### src/rtl/dtd_pkg.sv
// Shared types, constants and helper functions for the DShot telemetry decoder.
// No dependencies; every other file refers to this package by scoped names.
`default_nettype none

package dtd_pkg;

  localparam int GCR_W       = 21;
  localparam int SYM_W       = 5;
  localparam int NIB_W       = 4;
  localparam int NUM_SYMS    = 4;
  localparam int FRAME_W     = NUM_SYMS * NIB_W;
  localparam int MANT_W      = 9;
  localparam int EXPO_W      = 3;
  localparam int PERIOD_W    = 16;
  localparam int ERPM_W      = 26;
  localparam int DIV_STAGES  = ERPM_W;
  localparam int QUEUE_DEPTH = 2;
  localparam int QPTR_W      = (QUEUE_DEPTH > 1) ? $clog2(QUEUE_DEPTH) : 1;
  localparam int QCNT_W      = $clog2(QUEUE_DEPTH + 1);

  localparam int START_BIT   = GCR_W - 1;

  localparam logic [ERPM_W-1:0] ERPM_DIVIDEND = 26'd60000000;

  typedef enum logic [1:0] {
    ST_OK       = 2'd0,
    ST_NO_START = 2'd1,
    ST_BAD_GCR  = 2'd2,
    ST_BAD_CRC  = 2'd3
  } status_t;

  // One classified capture, as it leaves the front end.
  typedef struct packed {
    status_t               status;
    logic [FRAME_W-1:0]    frame;
    logic                  edt;
    logic [NIB_W-1:0]      prefix;
    logic [PERIOD_W-1:0]   period;
  } tlm_rec_t;

  typedef struct packed {
    logic             bad;
    logic [NIB_W-1:0] nib;
  } gcr_sym_t;

  typedef struct packed {
    logic [PERIOD_W-1:0] rem;
    logic                qbit;
  } div_step_t;

  // Divider pipeline stage contents.
  typedef struct packed {
    tlm_rec_t            rec;
    logic [PERIOD_W-1:0] rem;
    logic [ERPM_W-1:0]   quot;
  } div_stage_t;

  // 5-bit GCR symbol to nibble; unused codes flag as bad.
  function automatic gcr_sym_t gcr_decode(input logic [SYM_W-1:0] sym);
    gcr_sym_t r;
    r = '{bad: 1'b0, nib: '0};
    unique case (sym)
      5'h19: r.nib = 4'h0;
      5'h1B: r.nib = 4'h1;
      5'h12: r.nib = 4'h2;
      5'h13: r.nib = 4'h3;
      5'h1D: r.nib = 4'h4;
      5'h15: r.nib = 4'h5;
      5'h16: r.nib = 4'h6;
      5'h17: r.nib = 4'h7;
      5'h1A: r.nib = 4'h8;
      5'h09: r.nib = 4'h9;
      5'h0A: r.nib = 4'hA;
      5'h0B: r.nib = 4'hB;
      5'h1E: r.nib = 4'hC;
      5'h0D: r.nib = 4'hD;
      5'h0E: r.nib = 4'hE;
      5'h0F: r.nib = 4'hF;
      default: r.bad = 1'b1;
    endcase
    return r;
  endfunction

  // One restoring-division step: shift in a dividend bit, subtract if it fits.
  function automatic div_step_t div_step(input logic [PERIOD_W-1:0] rem,
                                         input logic                din,
                                         input logic [PERIOD_W-1:0] divisor);
    div_step_t        r;
    logic [PERIOD_W:0] trial;
    trial = {rem, din};
    if (trial >= {1'b0, divisor}) begin
      r.qbit = 1'b1;
      r.rem  = PERIOD_W'(trial - {1'b0, divisor});
    end else begin
      r.qbit = 1'b0;
      r.rem  = trial[PERIOD_W-1:0];
    end
    return r;
  endfunction

endpackage

`default_nettype wire

### src/rtl/dtd_if.sv
// Valid/ready channel interfaces for the DShot telemetry decoder: capture in,
// decoded result out, and the configuration write channel. Uses dtd_pkg.
`default_nettype none

interface dtd_in_if;
  logic                        valid;
  logic                        ready;
  logic [dtd_pkg::GCR_W-1:0]   gcr_word;

  modport source (output valid, output gcr_word, input ready);
  modport sink   (input valid, input gcr_word, output ready);
endinterface

interface dtd_out_if;
  logic                           valid;
  logic                           ready;
  logic [1:0]                     status;
  logic [dtd_pkg::FRAME_W-1:0]    decoded_frame;
  logic                           is_edt;
  logic [dtd_pkg::NIB_W-1:0]      frame_prefix;
  logic [dtd_pkg::PERIOD_W-1:0]   motor_period;
  logic [dtd_pkg::ERPM_W-1:0]     erpm;

  modport source (output valid, output status, output decoded_frame, output is_edt,
                  output frame_prefix, output motor_period, output erpm, input ready);
  modport sink   (input valid, input status, input decoded_frame, input is_edt,
                  input frame_prefix, input motor_period, input erpm, output ready);
endinterface

interface dtd_cfg_if;
  logic valid;
  logic ready;
  logic edt_enabled;

  modport source (output valid, output edt_enabled, input ready);
  modport sink   (input valid, input edt_enabled, output ready);
endinterface

`default_nettype wire

### src/rtl/dtd_front.sv
// Front end: GCR symbol decode, start-bit and CRC checks, EDT flag and period
// expansion. Purely combinational into the queue. Uses dtd_pkg, dtd_in_if.
`default_nettype none

module dtd_front (
  dtd_in_if.sink              tlm_in,
  input  wire logic           edt_enabled,
  output dtd_pkg::tlm_rec_t   push_rec,
  output logic                push_valid,
  input  wire logic           push_ready
);

  dtd_pkg::gcr_sym_t              syms [dtd_pkg::NUM_SYMS];
  logic                           any_bad;
  logic [dtd_pkg::FRAME_W-1:0]    raw_frame;
  logic [dtd_pkg::NIB_W-1:0]      crc_want;
  logic [dtd_pkg::MANT_W-1:0]     mant;
  logic [dtd_pkg::EXPO_W-1:0]     expo;
  logic                           ok;

  always_comb begin
    any_bad = 1'b0;
    for (int k = 0; k < dtd_pkg::NUM_SYMS; k++) begin
      syms[k] = dtd_pkg::gcr_decode(tlm_in.gcr_word[k*dtd_pkg::SYM_W +: dtd_pkg::SYM_W]);
      raw_frame[k*dtd_pkg::NIB_W +: dtd_pkg::NIB_W] = syms[k].nib;
      any_bad = any_bad | syms[k].bad;
    end
  end

  assign crc_want = ~(raw_frame[15:12] ^ raw_frame[11:8] ^ raw_frame[7:4]);
  assign expo     = raw_frame[15:13];
  assign mant     = raw_frame[12:4];

  always_comb begin
    push_rec = '0;
    priority if (!tlm_in.gcr_word[dtd_pkg::START_BIT]) begin
      push_rec.status = dtd_pkg::ST_NO_START;
    end else if (any_bad) begin
      push_rec.status = dtd_pkg::ST_BAD_GCR;
    end else if (crc_want != raw_frame[3:0]) begin
      push_rec.status = dtd_pkg::ST_BAD_CRC;
      push_rec.frame  = raw_frame;
    end else begin
      push_rec.status = dtd_pkg::ST_OK;
      push_rec.frame  = raw_frame;
    end
    push_rec.prefix = push_rec.frame[15:12];
    ok = (push_rec.status == dtd_pkg::ST_OK);
    if (ok) begin
      // 9-bit mantissa shifted by at most 7 fits the 16-bit period exactly
      push_rec.period = dtd_pkg::PERIOD_W'({{(dtd_pkg::PERIOD_W-dtd_pkg::MANT_W){1'b0}}, mant}
                        << expo);
      push_rec.edt    = edt_enabled && (push_rec.prefix != '0) && !push_rec.prefix[0];
    end
  end

  assign push_valid   = tlm_in.valid;
  assign tlm_in.ready = push_ready;

endmodule

`default_nettype wire

### src/rtl/dtd_queue.sv
// Short flop-based queue between front end and divider so each side can
// stall on its own. Uses dtd_pkg.
`default_nettype none

module dtd_queue (
  input  wire logic                clk,
  input  wire logic                rst,
  input  wire logic                push_valid,
  input  wire dtd_pkg::tlm_rec_t   push_rec,
  output logic                     push_ready,
  output logic                     pop_valid,
  output dtd_pkg::tlm_rec_t        pop_rec,
  input  wire logic                pop_ready
);

  dtd_pkg::tlm_rec_t             mem [dtd_pkg::QUEUE_DEPTH];
  logic [dtd_pkg::QPTR_W-1:0]    wr_ptr;
  logic [dtd_pkg::QPTR_W-1:0]    rd_ptr;
  logic [dtd_pkg::QCNT_W-1:0]    count;
  logic                          push;
  logic                          pop;

  assign push_ready = (count != dtd_pkg::QCNT_W'(dtd_pkg::QUEUE_DEPTH));
  assign pop_valid  = (count != '0);
  assign pop_rec    = mem[rd_ptr];
  assign push       = push_valid && push_ready;
  assign pop        = pop_valid && pop_ready;

  function automatic logic [dtd_pkg::QPTR_W-1:0] ptr_inc(input logic [dtd_pkg::QPTR_W-1:0] p);
    return (p == dtd_pkg::QPTR_W'(dtd_pkg::QUEUE_DEPTH - 1)) ? '0 : p + 1'b1;
  endfunction

  always_ff @(posedge clk) begin
    if (push) begin
      mem[wr_ptr] <= push_rec;
    end
  end

  always_ff @(posedge clk) begin
    if (rst) begin
      wr_ptr <= '0;
      rd_ptr <= '0;
      count  <= '0;
    end else begin
      if (push) begin
        wr_ptr <= ptr_inc(wr_ptr);
      end
      if (pop) begin
        rd_ptr <= ptr_inc(rd_ptr);
      end
      count <= count + dtd_pkg::QCNT_W'(push) - dtd_pkg::QCNT_W'(pop);
    end
  end

  a_count_bound: assert property (@(posedge clk) disable iff (rst)
    count <= dtd_pkg::QCNT_W'(dtd_pkg::QUEUE_DEPTH))
    else $error("queue count beyond depth");

  a_count_track: assert property (@(posedge clk) disable iff (rst)
    !$past(rst) |-> count == $past(count) + dtd_pkg::QCNT_W'($past(push))
                              - dtd_pkg::QCNT_W'($past(pop)))
    else $error("queue count out of step with requests");

  a_ptr_gap: assert property (@(posedge clk) disable iff (rst)
    (count == '0) |-> (wr_ptr == rd_ptr))
    else $error("empty queue with pointers apart");

endmodule

`default_nettype wire

### src/rtl/dtd_divider.sv
// Back end: pipelined restoring divider for eRPM = 60000000 / period, one
// quotient bit per stage, last stage doubles as output register. Uses dtd_pkg.
`default_nettype none

module dtd_divider (
  input  wire logic                clk,
  input  wire logic                rst,
  input  wire logic                in_valid,
  input  wire dtd_pkg::tlm_rec_t   in_rec,
  output logic                     in_ready,
  dtd_out_if.source                tlm_out
);

  localparam int N = dtd_pkg::DIV_STAGES;

  dtd_pkg::div_stage_t   stage [N];
  logic [N-1:0]          valid;
  logic                  adv;
  dtd_pkg::div_stage_t   head;

  // Whole pipe moves unless the finished request is held at the output.
  assign adv      = !valid[N-1] || tlm_out.ready;
  assign in_ready = adv;

  always_comb begin
    head      = '0;
    head.rec  = in_rec;
  end

  for (genvar k = 0; k < N; k++) begin : g_stage
    dtd_pkg::div_stage_t src;
    dtd_pkg::div_step_t  st;

    if (k == 0) begin : g_first
      assign src = head;
    end else begin : g_rest
      assign src = stage[k-1];
    end

    assign st = dtd_pkg::div_step(src.rem, dtd_pkg::ERPM_DIVIDEND[N-1-k], src.rec.period);

    always_ff @(posedge clk) begin
      if (adv) begin
        stage[k].rec  <= src.rec;
        stage[k].rem  <= st.rem;
        stage[k].quot <= {src.quot[dtd_pkg::ERPM_W-2:0], st.qbit};
      end
    end
  end

  always_ff @(posedge clk) begin
    if (rst) begin
      valid <= '0;
    end else if (adv) begin
      valid <= {valid[N-2:0], in_valid};
    end
  end

  assign tlm_out.valid         = valid[N-1];
  assign tlm_out.status        = stage[N-1].rec.status;
  assign tlm_out.decoded_frame = stage[N-1].rec.frame;
  assign tlm_out.is_edt        = stage[N-1].rec.edt;
  assign tlm_out.frame_prefix  = stage[N-1].rec.prefix;
  assign tlm_out.motor_period  = stage[N-1].rec.period;
  // zero divisor gives all ones from the restoring steps
  assign tlm_out.erpm = (stage[N-1].rec.period == '0) ? '0 : stage[N-1].quot;

  a_rem_bound: assert property (@(posedge clk) disable iff (rst)
    valid[N-1] && (stage[N-1].rec.period != '0) |-> stage[N-1].rem < stage[N-1].rec.period)
    else $error("divider remainder not below divisor");

  a_bad_zero: assert property (@(posedge clk) disable iff (rst)
    valid[N-1] && (stage[N-1].rec.status != dtd_pkg::ST_OK)
      |-> (stage[N-1].rec.period == '0) && !stage[N-1].rec.edt)
    else $error("failed frame carries period or EDT flag");

  a_stall_hold: assert property (@(posedge clk) disable iff (rst)
    !adv |=> $stable(valid))
    else $error("pipeline moved while stalled");

endmodule

`default_nettype wire

### src/rtl/dshot_telemetry_decoder.sv
// Bidirectional DShot telemetry decoder top level: configuration register,
// front end, queue and divider. Uses dtd_pkg, dtd_if, dtd_front, dtd_queue, dtd_divider.
`default_nettype none

// Takes one 21-bit GCR capture per request on tlm_in and returns one result per
// capture on tlm_out, in order. A new capture can be taken every cycle while
// tlm_out.ready stays high, so the sustained rate is then one result per clock.
// An accepted capture passes one register in the input queue and then the 26
// stages of the eRPM divider, which produces one quotient bit per stage.
// The output holds while tlm_out.ready is low; a two-entry queue keeps tlm_in
// accepting until that backpressure has filled it. The edt_enabled register is
// written through cfg (always ready) and resets to 0; write it only when idle.
module dshot_telemetry_decoder (
  input  wire logic   clk,
  input  wire logic   rst,
  dtd_in_if.sink      tlm_in,
  dtd_out_if.source   tlm_out,
  dtd_cfg_if.sink     cfg
);

  logic                edt_enabled;
  dtd_pkg::tlm_rec_t   push_rec;
  logic                push_valid;
  logic                push_ready;
  dtd_pkg::tlm_rec_t   pop_rec;
  logic                pop_valid;
  logic                pop_ready;

  assign cfg.ready = 1'b1;

  always_ff @(posedge clk) begin
    if (rst) begin
      edt_enabled <= 1'b0;
    end else if (cfg.valid && cfg.ready) begin
      edt_enabled <= cfg.edt_enabled;
    end
  end

  dtd_front u_front (
    .tlm_in      (tlm_in),
    .edt_enabled (edt_enabled),
    .push_rec    (push_rec),
    .push_valid  (push_valid),
    .push_ready  (push_ready)
  );

  dtd_queue u_queue (
    .clk        (clk),
    .rst        (rst),
    .push_valid (push_valid),
    .push_rec   (push_rec),
    .push_ready (push_ready),
    .pop_valid  (pop_valid),
    .pop_rec    (pop_rec),
    .pop_ready  (pop_ready)
  );

  dtd_divider u_divider (
    .clk      (clk),
    .rst      (rst),
    .in_valid (pop_valid),
    .in_rec   (pop_rec),
    .in_ready (pop_ready),
    .tlm_out  (tlm_out)
  );

endmodule

`default_nettype wire

### src/flat_wrapper.sv
// flat-port wrapper written by rule: the top's interface ports become plain ports
module dshot_telemetry_decoder_flat 
  (clk, rst, tlm_in_valid, tlm_in_gcr_word, tlm_in_ready, tlm_out_valid, tlm_out_status, tlm_out_decoded_frame, tlm_out_is_edt, tlm_out_frame_prefix, tlm_out_motor_period, tlm_out_erpm, tlm_out_ready, cfg_valid, cfg_edt_enabled, cfg_ready);
  dtd_in_if tlm_in_i ();
  dtd_out_if tlm_out_i ();
  dtd_cfg_if cfg_i ();
  input  wire logic clk;
  input  wire logic rst;
  input wire logic [$bits(tlm_in_i.valid)-1:0] tlm_in_valid;
  input wire logic [$bits(tlm_in_i.gcr_word)-1:0] tlm_in_gcr_word;
  output wire logic [$bits(tlm_in_i.ready)-1:0] tlm_in_ready;
  output wire logic [$bits(tlm_out_i.valid)-1:0] tlm_out_valid;
  output wire logic [$bits(tlm_out_i.status)-1:0] tlm_out_status;
  output wire logic [$bits(tlm_out_i.decoded_frame)-1:0] tlm_out_decoded_frame;
  output wire logic [$bits(tlm_out_i.is_edt)-1:0] tlm_out_is_edt;
  output wire logic [$bits(tlm_out_i.frame_prefix)-1:0] tlm_out_frame_prefix;
  output wire logic [$bits(tlm_out_i.motor_period)-1:0] tlm_out_motor_period;
  output wire logic [$bits(tlm_out_i.erpm)-1:0] tlm_out_erpm;
  input wire logic [$bits(tlm_out_i.ready)-1:0] tlm_out_ready;
  input wire logic [$bits(cfg_i.valid)-1:0] cfg_valid;
  input wire logic [$bits(cfg_i.edt_enabled)-1:0] cfg_edt_enabled;
  output wire logic [$bits(cfg_i.ready)-1:0] cfg_ready;
  assign tlm_in_i.valid = tlm_in_valid;
  assign tlm_in_i.gcr_word = tlm_in_gcr_word;
  assign tlm_in_ready = tlm_in_i.ready;
  assign tlm_out_valid = tlm_out_i.valid;
  assign tlm_out_status = tlm_out_i.status;
  assign tlm_out_decoded_frame = tlm_out_i.decoded_frame;
  assign tlm_out_is_edt = tlm_out_i.is_edt;
  assign tlm_out_frame_prefix = tlm_out_i.frame_prefix;
  assign tlm_out_motor_period = tlm_out_i.motor_period;
  assign tlm_out_erpm = tlm_out_i.erpm;
  assign tlm_out_i.ready = tlm_out_ready;
  assign cfg_i.valid = cfg_valid;
  assign cfg_i.edt_enabled = cfg_edt_enabled;
  assign cfg_ready = cfg_i.ready;
  dshot_telemetry_decoder u_core (.clk(clk), .rst(rst), .tlm_in(tlm_in_i), .tlm_out(tlm_out_i), .cfg(cfg_i));
endmodule
### config.mk
export PLATFORM = sky130hd
export DESIGN_NAME = dshot_telemetry_decoder_flat
export DESIGN_NICKNAME = d
export VERILOG_FILES = /design/src/rtl/dtd_pkg.sv /design/src/rtl/dtd_if.sv /design/src/rtl/dtd_front.sv /design/src/rtl/dtd_queue.sv /design/src/rtl/dtd_divider.sv /design/src/rtl/dshot_telemetry_decoder.sv /design/src/flat_wrapper.sv
export SDC_FILE = /design/constraint.sdc
export NUM_CORES = 2
export LEC_CHECK = 0
export BUFFER_PORTS_ARGS = -buffer_cell sky130_fd_sc_hd__buf_2
export CORE_ASPECT_RATIO = 1.25
export CORE_MARGIN = 5
export CORE_UTILIZATION = 54
export CTS_CLUSTER_SIZE = 8
export DETAILED_ROUTE_END_ITERATION = 8
export PLACE_DENSITY_LB_ADDON = 0.3
export SYNTH_ARGS = -nofsm -noshare
export SYNTH_HDL_FRONTEND = slang
export SYNTH_SLANG_ARGS = --single-unit
### constraint.sdc
create_clock -name clk -period 69.1 [get_ports clk]
set_clock_uncertainty 0.05 [all_clocks]
set_input_delay 3.455 -clock clk [delete_from_list [all_inputs] [get_ports clk]]
set_output_delay 3.455 -clock clk [all_outputs]
set_load 0.005 [all_outputs]
==> flow_summary.json <==
{
  "status": "finished, final reports clean",
  "instances_no_fill": 7662,
  "die_w_um": 353,
  "ys_async_sr_fraction_pct": 0,
  "root_buffer": "clkbuf_16",
  "top_layer": "met4",
  "critical_path_required_ns": 69.46,
  "final_cell_mix": "1731 x edfxtp_1, 516 x inv_1, 393 x ha_1",
  "synth_top_family_by_area": "compound AO/OA/AOI/OAI gates",
  "avgViaCountPerCell": 5.63,
  "synth_compound_area_share_pct": 8.87,
  "cts.path.max_buffers": 3,
  "drive_gt1_share_pct": 13.4,
  "tritoncts": "yes",
  "cts_resized": 0,
  "antennaDiodeCount": 0,
  "period_needed_ns": 8.65,
  "clock_latency_ns": 0.86,
  "gr-usage-all-layers_pct": 17.7,
  "core-area_mm2": 0.146,
  "syn_avg_cell_area_um2": 14.5,
  "path_common_cell": "buf_4",
  "globalRouteOverflowTotal": 0,
  "nFillCells": 10731,
  "firstDrtPassIters": 6,
  "grt_max_degree": 212,
  "cp_top_family": "buffers and inverters",
  "period_share_pct": 12.5,
  "rsz0062_at_grt": "no",
  "io_pins": 95,
  "wl_met1_mm": 52.4,
  "cts_setup_buffers": 0,
  "rr_worst_depth": 8,
  "ys_types": 86,
  "synth_edf_count": 1731,
  "cp_max_fo": 211,
  "first_iter_violations": 2755,
  "synth_ff_type": "edfxtp_1",
  "yosys_warnings": 0,
  "numPortBuffers": 93,
  "syn_nets": 5909,
  "synthMuxAreaShare_pct": 5.47,
  "critical_path_class": "input port to register",
  "drc_errors": 0,
  "placed_cells": 7356,
  "antenna_found_initial": 0,
  "crit_path_start_kind": "input port",
  "cp-end-kind": "register",
  "critPathMaxStageDelay_ns": 0.94,
  "yosys.area_share.adder_pct": 6.81,
  "worst_pin_slew_ns": 1.20,
  "fin_tns_setup_ns": 0,
  "htreeDepth": 4,
  "detail-route-antenna-nets": 0,
  "slew_headroom_pct": 20.0,
  "routed-wl-met3_mm": 4.91,
  "path_buf_inv": 8,
  "slew_violations": 0,
  "cp.depth": 9,
  "syn2layout_area_growth_pct": 11.1,
  "nets": 6132,
  "arrival_ns": 9.01,
  "synth_area_mm2": 0.0793,
  "initial_core_util_pct": 54.2,
  "finalHoldViolCount": 0,
  "dr_total_vias": 43134,
  "r2r_setup_slack_ns": 62.71,
  "ys_ff_latch": 1763,
  "cts.sinks": 1763,
  "synth-simple-area-share_pct": 6.19,
  "grt_pass1_wl_mm": 223,
  "cp_slowest_cell": "buf_4",
  "setup_viol": 0,
  "synth_xor_area_share_pct": 2.77,
  "mostFrequentLayoutCell": "edfxtp_1",
  "hold_path_class": "register to register",
  "routabilityCongestion": 0.863,
  "ir_worst_vdd_v": 0.0000363,
  "wl_met2_mm": 74.7,
  "power.density_mw_per_mm2": 53.1,
  "timing.fmax_ghz": 0.116,
  "cts_buffers": 238,
  "wl_per_cell_um": 18.0,
  "hpwl_mm": 89.5,
  "holdPathStages": 0,
  "critical_path.cell_chain": "buf_2 -> nor2b_2 -> buf_4 -> inv_8 -> buf_12 -> buf_12 -> buf_4 -> buf_4 -> buf_4",
  "grt_pass1_vias": 44866,
  "postCtsHoldBufs": 0,
  "yosysSeqAreaShare_pct": 66.4,
  "cap_viol_max_count": 0,
  "path_clk_slew_ns": 0.05,
  "dieArea_mm2": 0.155,
  "dieHeight_um": 438,
  "drt-total-wl_mm": 138,
  "rows": 157,
  "leakagePower_nw": 35.5,
  "synthesis.instances": 5465
}
synthesized netlist by cell type, types with 50 or more instances:
master / instances / area [um^2]
o21ai_0: 144 / 721
nor2_1: 283 / 1060
inv_1: 516 / 1940
edfxtp_1: 1731 / 52000
a21o_1: 97 / 728
nor2b_1: 72 / 450
mux2_2: 271 / 3050
o21a_1: 108 / 811
xnor2_1: 185 / 1620
mux2i_1: 59 / 591
xor2_1: 63 / 552
nand3_1: 66 / 330
ha_1: 393 / 4920
a31oi_1: 85 / 532
and2_1: 50 / 313
nand2_1: 173 / 649
nor3_1: 60 / 300
nand4_1: 51 / 319
a21oi_1: 265 / 1330
area by class of cell:
cell class / count / area (um^2) / share of cell area [%]
Tap cell: 1908 / 2390 / 2.71
Inverter: 523 / 1970 / 2.24
Clock buffer: 291 / 6180 / 7.01
Sequential cell: 1763 / 52600 / 59.7
Multi-Input combinational cell: 3048 / 23900 / 27.1
Timing Repair Buffer: 114 / 673 / 0.764
Clock inverter: 15 / 373 / 0.423
worst register-to-register path: stages, from the launching register on:
cell	delay, ns
dfxtp_1	0.30
nor2b_2	0.14
buf_4	0.22
inv_8	0.72
buf_12	0.84
buf_12	0.83
buf_4	0.93
buf_4	0.99
buf_4	0.87
logic make-up after synthesis:
kind of cell,after synthesis
DFF,1763
AOI/OAI and AO/OA,1033
and+or+nand+nor,971
buffers and inverters,654
adders and majority gates,417
muxes,377
xor gates and xnor gates,249
other,1
path summary, 6_finish.rpt:
path,end,from
worst min-delay path,u_core.u_divider.stage[1][488]$_DFFE_PN_,u_core.u_divider.stage[1][406]$_DFFE_PN_
worst max-delay path,u_core.u_divider.stage[1][783]$_DFFE_PN_,tlm_out_ready
worst max register to register,u_core.u_divider.stage[1][783]$_DFFE_PN_,u_core.u_divider.valid[25]$_SDFFE_PP0N_
worst min register to register,u_core.u_divider.stage[1][488]$_DFFE_PN_,u_core.u_divider.stage[1][406]$_DFFE_PN_
power by group:
part           switching (mW)  internal (mW)  leakage, nW
Sequential              0.176           1.71         19.0
Clock                   0.419          0.617         3.15
Combinational           0.925          0.831         13.4
layer usage:
metal  up-vias  GRT usage, %
met1     21012          19.2
met2       928          33.4
met3       369          2.86
li1      20825             -
met5         -             0
met4         0          8.55
flip-flops by register name, summed over array words and instances, names as in the netlist, named ones only:
register	flops
u_core.edt_enabled	1
u_core.u_divider.stage	1661
u_core.u_divider.valid	26
u_core.u_queue.count	2
u_core.u_queue.mem	70
u_core.u_queue.rd_ptr	1
u_core.u_queue.wr_ptr	1
through the flow:
step	utilization, %	hold slack [ns]	setup WS, ns	power (mW)	instance area, um^2
final	60.3	0.333	60.45	4.67	88100
after global routing	60.3	0.333	59.92	4.97	88100
after CTS	60.3	0.322	60.36	4.70	88100
after detailed placement	55.8	0.355	59.48	3.62	81500
after global placement	55.8	0.350	59.66	3.55	81500
after floorplan	-	0.350	17.79	3.23	79300
Power figures use the tool's default switching activity.
